==> src/hw/rtl/bba_pkg.sv <==
// shared types and constants of the bitmap block allocator
package bba_pkg;

	localparam int ADDR_W = 32;
	localparam int SIZE_W = 13;
	localparam int CNT_W = 7;
	localparam int CMD_W = 2;
	localparam int CFG_IDX_W = 2;
	localparam int CFG_DATA_W = 32;

	// command codes
	localparam logic [CMD_W-1:0] CMD_ALLOC = 2'd0;
	localparam logic [CMD_W-1:0] CMD_FREE = 2'd1;
	localparam logic [CMD_W-1:0] CMD_QUERY = 2'd2;
	localparam logic [CMD_W-1:0] CMD_NOP = 2'd3;

	// configuration register indexes
	localparam logic [CFG_IDX_W-1:0] REG_BASE = 2'd0;
	localparam logic [CFG_IDX_W-1:0] REG_SIZE = 2'd1;
	localparam logic [CFG_IDX_W-1:0] REG_COUNT = 2'd2;

	localparam logic [ADDR_W-1:0] BASE_RST = 32'd0;
	localparam logic [SIZE_W-1:0] SIZE_RST = 13'd16;
	localparam logic [CNT_W-1:0] COUNT_RST = 7'd64;

	// divider retires two quotient bits per cycle
	localparam int DIV_STEPS = ADDR_W / 2;
	localparam int DIV_CW = $clog2(DIV_STEPS);

	// used-map scan width per cycle
	localparam int SCAN_W = 8;
	localparam int SCAN_LW = 3;

	typedef struct packed {
		logic start;
		logic [ADDR_W-1:0] dividend;
		logic [SIZE_W-1:0] divisor;
	} div_req_t;

	typedef struct packed {
		logic done;
		logic [ADDR_W-1:0] quotient;
	} div_rsp_t;

endpackage

==> src/hw/rtl/bba_div.sv <==
// serial restoring divider, two quotient bits per cycle
module bba_div import bba_pkg::*; (
	input logic clk,
	input logic arst_n,
	input div_req_t dreq,
	output div_rsp_t drsp
);

	logic busy_q;
	logic done_q;
	logic [DIV_CW-1:0] cnt_q;
	logic [SIZE_W-1:0] div_q;
	logic [SIZE_W-1:0] rem_q;
	logic [ADDR_W-1:0] quo_q;

	logic [SIZE_W:0] r1;
	logic [SIZE_W:0] r2;
	logic b1;
	logic b2;

	// two shift-compare-subtract steps
	always_comb begin
		r1 = {rem_q, quo_q[ADDR_W-1]};
		b1 = (r1 >= {1'b0, div_q});
		if (b1) begin
			r1 = r1 - {1'b0, div_q};
		end
		r2 = {r1[SIZE_W-1:0], quo_q[ADDR_W-2]};
		b2 = (r2 >= {1'b0, div_q});
		if (b2) begin
			r2 = r2 - {1'b0, div_q};
		end
	end

	// control
	always_ff @(posedge clk or negedge arst_n) begin
		if (!arst_n) begin
			busy_q <= 1'b0;
			done_q <= 1'b0;
			cnt_q <= '0;
		end else begin
			done_q <= !dreq.start && busy_q && (cnt_q == DIV_CW'(DIV_STEPS - 1));
			if (dreq.start) begin
				busy_q <= 1'b1;
				cnt_q <= '0;
			end else if (busy_q) begin
				cnt_q <= cnt_q + 1'b1;
				if (cnt_q == DIV_CW'(DIV_STEPS - 1)) begin
					busy_q <= 1'b0;
				end
			end
		end
	end

	// datapath
	always_ff @(posedge clk) begin
		if (dreq.start) begin
			div_q <= dreq.divisor;
			rem_q <= '0;
			quo_q <= dreq.dividend;
		end else if (busy_q) begin
			rem_q <= r2[SIZE_W-1:0];
			quo_q <= {quo_q[ADDR_W-3:0], b1, b2};
		end
	end

	assign drsp.done = done_q;
	assign drsp.quotient = quo_q;

endmodule

==> config.mk <==
export PLATFORM = sky130hd
export DESIGN_NAME = bba_div
export DESIGN_NICKNAME = d
export VERILOG_FILES = /design/src/hw/rtl/bba_pkg.sv /design/src/hw/rtl/bba_div.sv
export SDC_FILE = /design/constraint.sdc
export NUM_CORES = 1
export LEC_CHECK = 0
export ABC_AREA = 1
export BUFFER_PORTS_ARGS = -buffer_cell sky130_fd_sc_hd__buf_2
export CORE_MARGIN = 2
export CORE_UTILIZATION = 51
export DETAILED_ROUTE_END_ITERATION = 16
export PLACE_DENSITY = 0.84
export REMOVE_ABC_BUFFERS = 1
export SLEW_MARGIN = 20
export SYNTH_ARGS = -nofsm -noshare
export SYNTH_HDL_FRONTEND = slang
export SYNTH_SLANG_ARGS = --single-unit
==> constraint.sdc <==
create_clock -name clk -period 3.6 [get_ports clk]
set_input_delay 0.18 -clock clk [delete_from_list [all_inputs] [get_ports clk]]
set_output_delay 0.18 -clock clk [all_outputs]
set_load 0.02 [all_outputs]
# After elaboration in Yosys (flattened, before gate mapping)
# Index checks and enable logic that the tools add are counted.
[word_totals]
regBits = 64
output_inout_bits = 33
elab_cells = 25
[classes]
add_sub_neg = 3
order_cmp = 2
n_eq_ne = 1
n_mux = 9
reduce_logical = 4
[ops]
columns = ["op", "n"]
rows = [
  ["32-bit two-way mux", 2],
  ["14-bit by 13-bit >= comparator with 1-bit output", 2],
  ["13-bit two-way mux", 2],
  ["13-bit subtractor", 2],
  ["4-bit two-way mux", 2],
  ["4-bit by 1-bit adder with 4-bit output (second input constant)", 1],
  ["4-bit == test (second input constant)", 1],
  ["1-bit two-way mux", 3],
  ["1-bit logical AND", 2],
  ["2-bit nonzero test", 1],
  ["1-bit logical NOT", 1],
]

# Depth between registers and ports, before layout
[logic_depth]
ltp_word = 5
depth_mapped = 27
depth_no_buf = 25

# Least setup slack after synthesis
# OpenSTA, ideal clock, no wires.
[synth_timing]
path_type = "register to register"
from = "reg quo_q[31]"
to = "reg quo_q[0] (data pin)"
setup_ns = 0.262
t_arrival_ns = 3.266
t_required_ns = 3.338
slack_ns = 0.072
path_stages_with_launch = 24
period_less_slack_ns = 3.528
cell_sequence = "edfxtp_1 inv_1 ha_1 inv_1 fa_1 nand2_1 nand3_2 nand2_4 nand3_4 buf_4 o21ai_2 inv_1 ha_1 nand2_1 nand2_1 nand2_1 nand2_1 nand2_1 nand3_1 nand2_1 nand2_1 a21oi_4 buf_4 a31oi_1"
[synth_via]
elab_chain_cells = 5
word_cells_on_any_way = 6
[synth_lines]
columns = ["item", "line", "text"]
rows = [
  ["start, declared", "bba_div.sv:14", "logic [ADDR_W-1:0] quo_q;"],
  ["start signal, assigned", "bba_div.sv:60", "quo_q <= dreq.dividend;"],
  ["start signal, assigned", "bba_div.sv:63", "quo_q <= {quo_q[ADDR_W-3:0], b1, b2};"],
  ["13-bit subtractor / 14-bit by 13-bit >= comparator with 1-bit output (equally long branches)", "bba_div.sv:26, bba_div.sv:24", ""],
  ["13-bit two-way mux (*)", "bba_div.sv:25", "if (b1) begin"],
  ["14-bit by 13-bit >= comparator with 1-bit output (*)", "bba_div.sv:29", "b2 = (r2 >= {1'b0, div_q});"],
  ["32-bit two-way mux (*)", "bba_div.sv:61", "end else if (busy_q) begin"],
  ["32-bit two-way mux (*)", "bba_div.sv:57", "if (dreq.start) begin"],
]
# Mark *: on every way between the ends. The rest lies on a longest branch, timed or not. The select of a mux whose other input is x is not followed.
# A chain may end at the register's enable or synchronous reset.

# Worst setup path after layout
[layout_timing]
from = "reg quo_q[31]"
to = "reg rem_q[7]"
[layout_via]
elab_chain_cells = 4
word_cells_on_any_way = 6
[layout_lines]
columns = ["item", "line", "text"]
rows = [
  ["13-bit subtractor / 14-bit by 13-bit >= comparator with 1-bit output (equally long branches)", "bba_div.sv:26, bba_div.sv:24", ""],
  ["13-bit two-way mux (*)", "bba_div.sv:25", ""],
  ["13-bit subtractor / 14-bit by 13-bit >= comparator with 1-bit output (equally long branches)", "bba_div.sv:31, bba_div.sv:29", ""],
  ["13-bit two-way mux (*)", "bba_div.sv:30", "if (b2) begin"],
  ["end signal, assigned", "bba_div.sv:62", "rem_q <= r2[SIZE_W-1:0];"],
  ["end, declared", "bba_div.sv:13", "logic [SIZE_W-1:0] rem_q;"],
]
# Mark *: on every way between the ends. The rest lies on a longest branch, timed or not.

==> flow_summary.json <==
{
  "status": "finished, violations left",
  "violations": "hold timing, setup timing",
  "grt_pass1_wl_um": 19000,
  "ys.flop_type": "edfxtp_1",
  "final_area_mm2": 0.00585,
  "dp_cells": 764,
  "path_class": "reg -> reg",
  "area_growth_pct": 31.6,
  "drive_gt1_share_pct": 33.3,
  "ys_seq_area_share_pct": 39.6,
  "ant_nets": 0,
  "layout_setup_ws_ns": -0.104,
  "synth_compound_area_share_pct": 4.75,
  "drtPass1Iterations": 6,
  "syn_inst": 582,
  "hold_path.class": "in -> reg",
  "portBuffers": 80,
  "gp_congestion": 0.999,
  "synth_edf_count": 45,
  "pin_count": 81,
  "mostFrequentLayoutCells": "206 x nand2_1, 80 x buf_2, 69 x inv_1",
  "h-tree-depth": 3,
  "antenna_found_initial": 0,
  "grt_usage_pct": 24.5,
  "grt_pass1_vias": 4227,
  "core.rowCount": 34,
  "hp-start": "dreq[0]",
  "via_per_inst": 5.79,
  "ys_warn_count": 0,
  "cts_buffer_depth": 2,
  "wirelength_um": 14100,
  "min_period_ns": 3.70,
  "slew_viol_final": 0,
  "synthMuxAreaShare_pct": 0,
  "tns_ns": -0.528,
  "cts.sinks": 64,
  "clk-insertion-delay-late_ns": 0.36,
  "grt_max_degree": 48,
  "required_ns": 3.85,
  "hpwl_um": 7960,
  "synth_fa_ha_area_share_pct": 8.50,
  "drc": 0,
  "avgSynthCellArea_um2": 7.64,
  "final_common_cell": "nand2_1",
  "critPathArrivalTime_ns": 3.95,
  "path_max_fanout": 8,
  "die_w_um": 97.4,
  "max_cap_viol_count": 0,
  "clock_skew_ns": 0.0143,
  "maxSlewHeadroom_pct": 19.1,
  "synthSimpleGateAreaFrac_pct": 33.6,
  "cts_root_buf": "clkbuf_8",
  "r2r-start": "quo_q[31]",
  "p_per_area_mw_per_mm2": 1090,
  "die_area_mm2": 0.00948,
  "drt_first_iter_violations": 524,
  "clock.fmax_mhz": 270,
  "setup_viol": 8,
  "hold_viol": 1,
  "core_mm2": 0.00859,
  "start_kind": "flop",
  "clk_pin_slew_worst_paths_ns": 0.09,
  "endpoint_kind": "flop",
  "fin_crit_sh_pct": 103,
  "peakVddDrop_mv": 0.505,
  "cts_made_buffers": 9,
  "tightest_slew_ns": 1.21,
  "fin_nets": 775,
  "startpoint": "quo_q[31]",
  "static-leakage-power_nw": 2.98,
  "worst_hold_slack_ns": -0.00164,
  "p_total_mw": 6.37,
  "start_util_pct": 51.8,
  "antenna_cells": 0,
  "wl_per_cell_um": 17.3,
  "grt-ovfl-total": 0,
  "ys_seq_elements": 64,
  "dr_total_vias": 4692,
  "final_cells": 811,
  "place_area_mm2": 0.00497,
  "async_reset_ff_share_pct": 9.38,
  "fp.dieH_um": 97.4,
  "synth_xor_area_share_pct": 3.74,
  "synth_top_family_by_area": "simple AND/OR/NAND/NOR gates",
  "synthesis.area_mm2": 0.00445,
  "ys_types": 35,
  "cts_tree": "yes"
}
report_power, final:
group          switching, mW  leakage (nW)  internal, mW
Clock                  0.317         0.123         0.483
Combinational           2.72          2.19          1.79
Sequential             0.121         0.662         0.935
registers in the layout, indices dropped and copies added, names as in the netlist:
| name | count |
|---|---|
| div_q | 13 |
| cnt_q | 4 |
| quo_q | 32 |
| done_q | 1 |
| rem_q | 13 |
| busy_q | 1 |
metal layers:
layer  part of all wire [%]  vias up  global-route usage (%)
met5                      0        -                       0
met4                    6.4        0                    11.5
met3                    9.1      101                    5.32
met2                     49      345                    42.3
met1                     35     2157                    29.0
li1                       -     2089                       -
synth_stat cells, types with 3 or more instances:
library cell / instances / area share (%)
a21oi_1: 13 / 1.5
a31oi_1: 3 / 0.42
buf_4: 4 / 0.68
clkbuf_1: 8 / 0.68
dfrtp_1: 6 / 3.4
dfxtp_1: 13 / 5.9
edfxtp_1: 45 / 30
ha_1: 27 / 7.6
inv_1: 84 / 7.1
inv_2: 6 / 0.51
nand2_1: 216 / 18
nand2_2: 15 / 2.1
nand2_4: 5 / 1.3
nand3_1: 49 / 5.5
nand4_1: 13 / 1.8
nor2_1: 18 / 1.5
nor2_2: 3 / 0.42
nor2_4: 4 / 1.0
o21ai_0: 7 / 0.79
o21ai_1: 4 / 0.45
o21ai_2: 3 / 0.59
xnor2_1: 9 / 1.8
xor2_1: 10 / 2.0
per-stage QoR:
stage,utilization (%),setup WS (ns),hold slack (ns)
3_5_place_dp,57.8,-0.0864,0.00843
5_1_grt,68.1,-0.233,-0.00300
6_report,68.1,-0.104,-0.00164
2_1_floorplan,-,0.0113,-0.116
3_3_place_gp,57.8,0.0363,0.00457
4_1_cts,62.6,0.0164,0.0000753
worst paths after layout:
kind | to | slack (ns) | depth (start not counted)
worst max-delay path | rem_q[7] | -0.10 | 23
worst min-delay path | div_q[0] | -0.002 | 1
worst max register to register | rem_q[7] | -0.10 | 23
worst min register to register | cnt_q[3] | 0.47 | 1
max in group asynchronous | done_q | 3.27 | 2
min in group asynchronous | cnt_q[1] | 0.19 | 2
timing repair:
action,CTS,global route
hold endpoints to repair,10,1
pin swaps,6,23
gates resized for setup,6,72
setup endpoints to repair,13,14
gates cloned,3,0
hold buffers,5,1
buffers inserted,8,14
area by class of cell:
type                    count  area (µm²)
multi-input cells         413        2610
repair buffers            119         752
flip-flops and latches     64        1760
well taps                 108         135
clock inverters             6         115
clock buffers              10         138
fillers                   589        2740
inverters                  91         342
critical path: stages, from the launching register on:
cell and delay, ns:
edfxtp_1 0.41, inv_1 0.08, ha_1 0.15, inv_2 0.06, fa_2 0.37, nand2_1 0.10
nand3_2 0.11, nand2_4 0.13, buf_12 0.11, nand3_4 0.13, buf_6 0.17, o21ai_4 0.23
fa_2 0.29, inv_2 0.06, nand3_1 0.09, nand3_2 0.10, nand2_2 0.11, nand2_2 0.09
a21oi_4 0.17, buf_12 0.16, buf_6 0.11, nand3_1 0.12, nand3_1 0.16, nand2_1 0.07
kinds of logic after synthesis:
group / count (synthesis)
AND/OR/NAND/NOR: 329
buffers and inverters: 107
flip-flops: 64
AO/OA/AOI/OAI: 34
adder cells (fa/ha/maj): 29
XOR/XNOR: 19
Power figures use the tool's default switching activity.
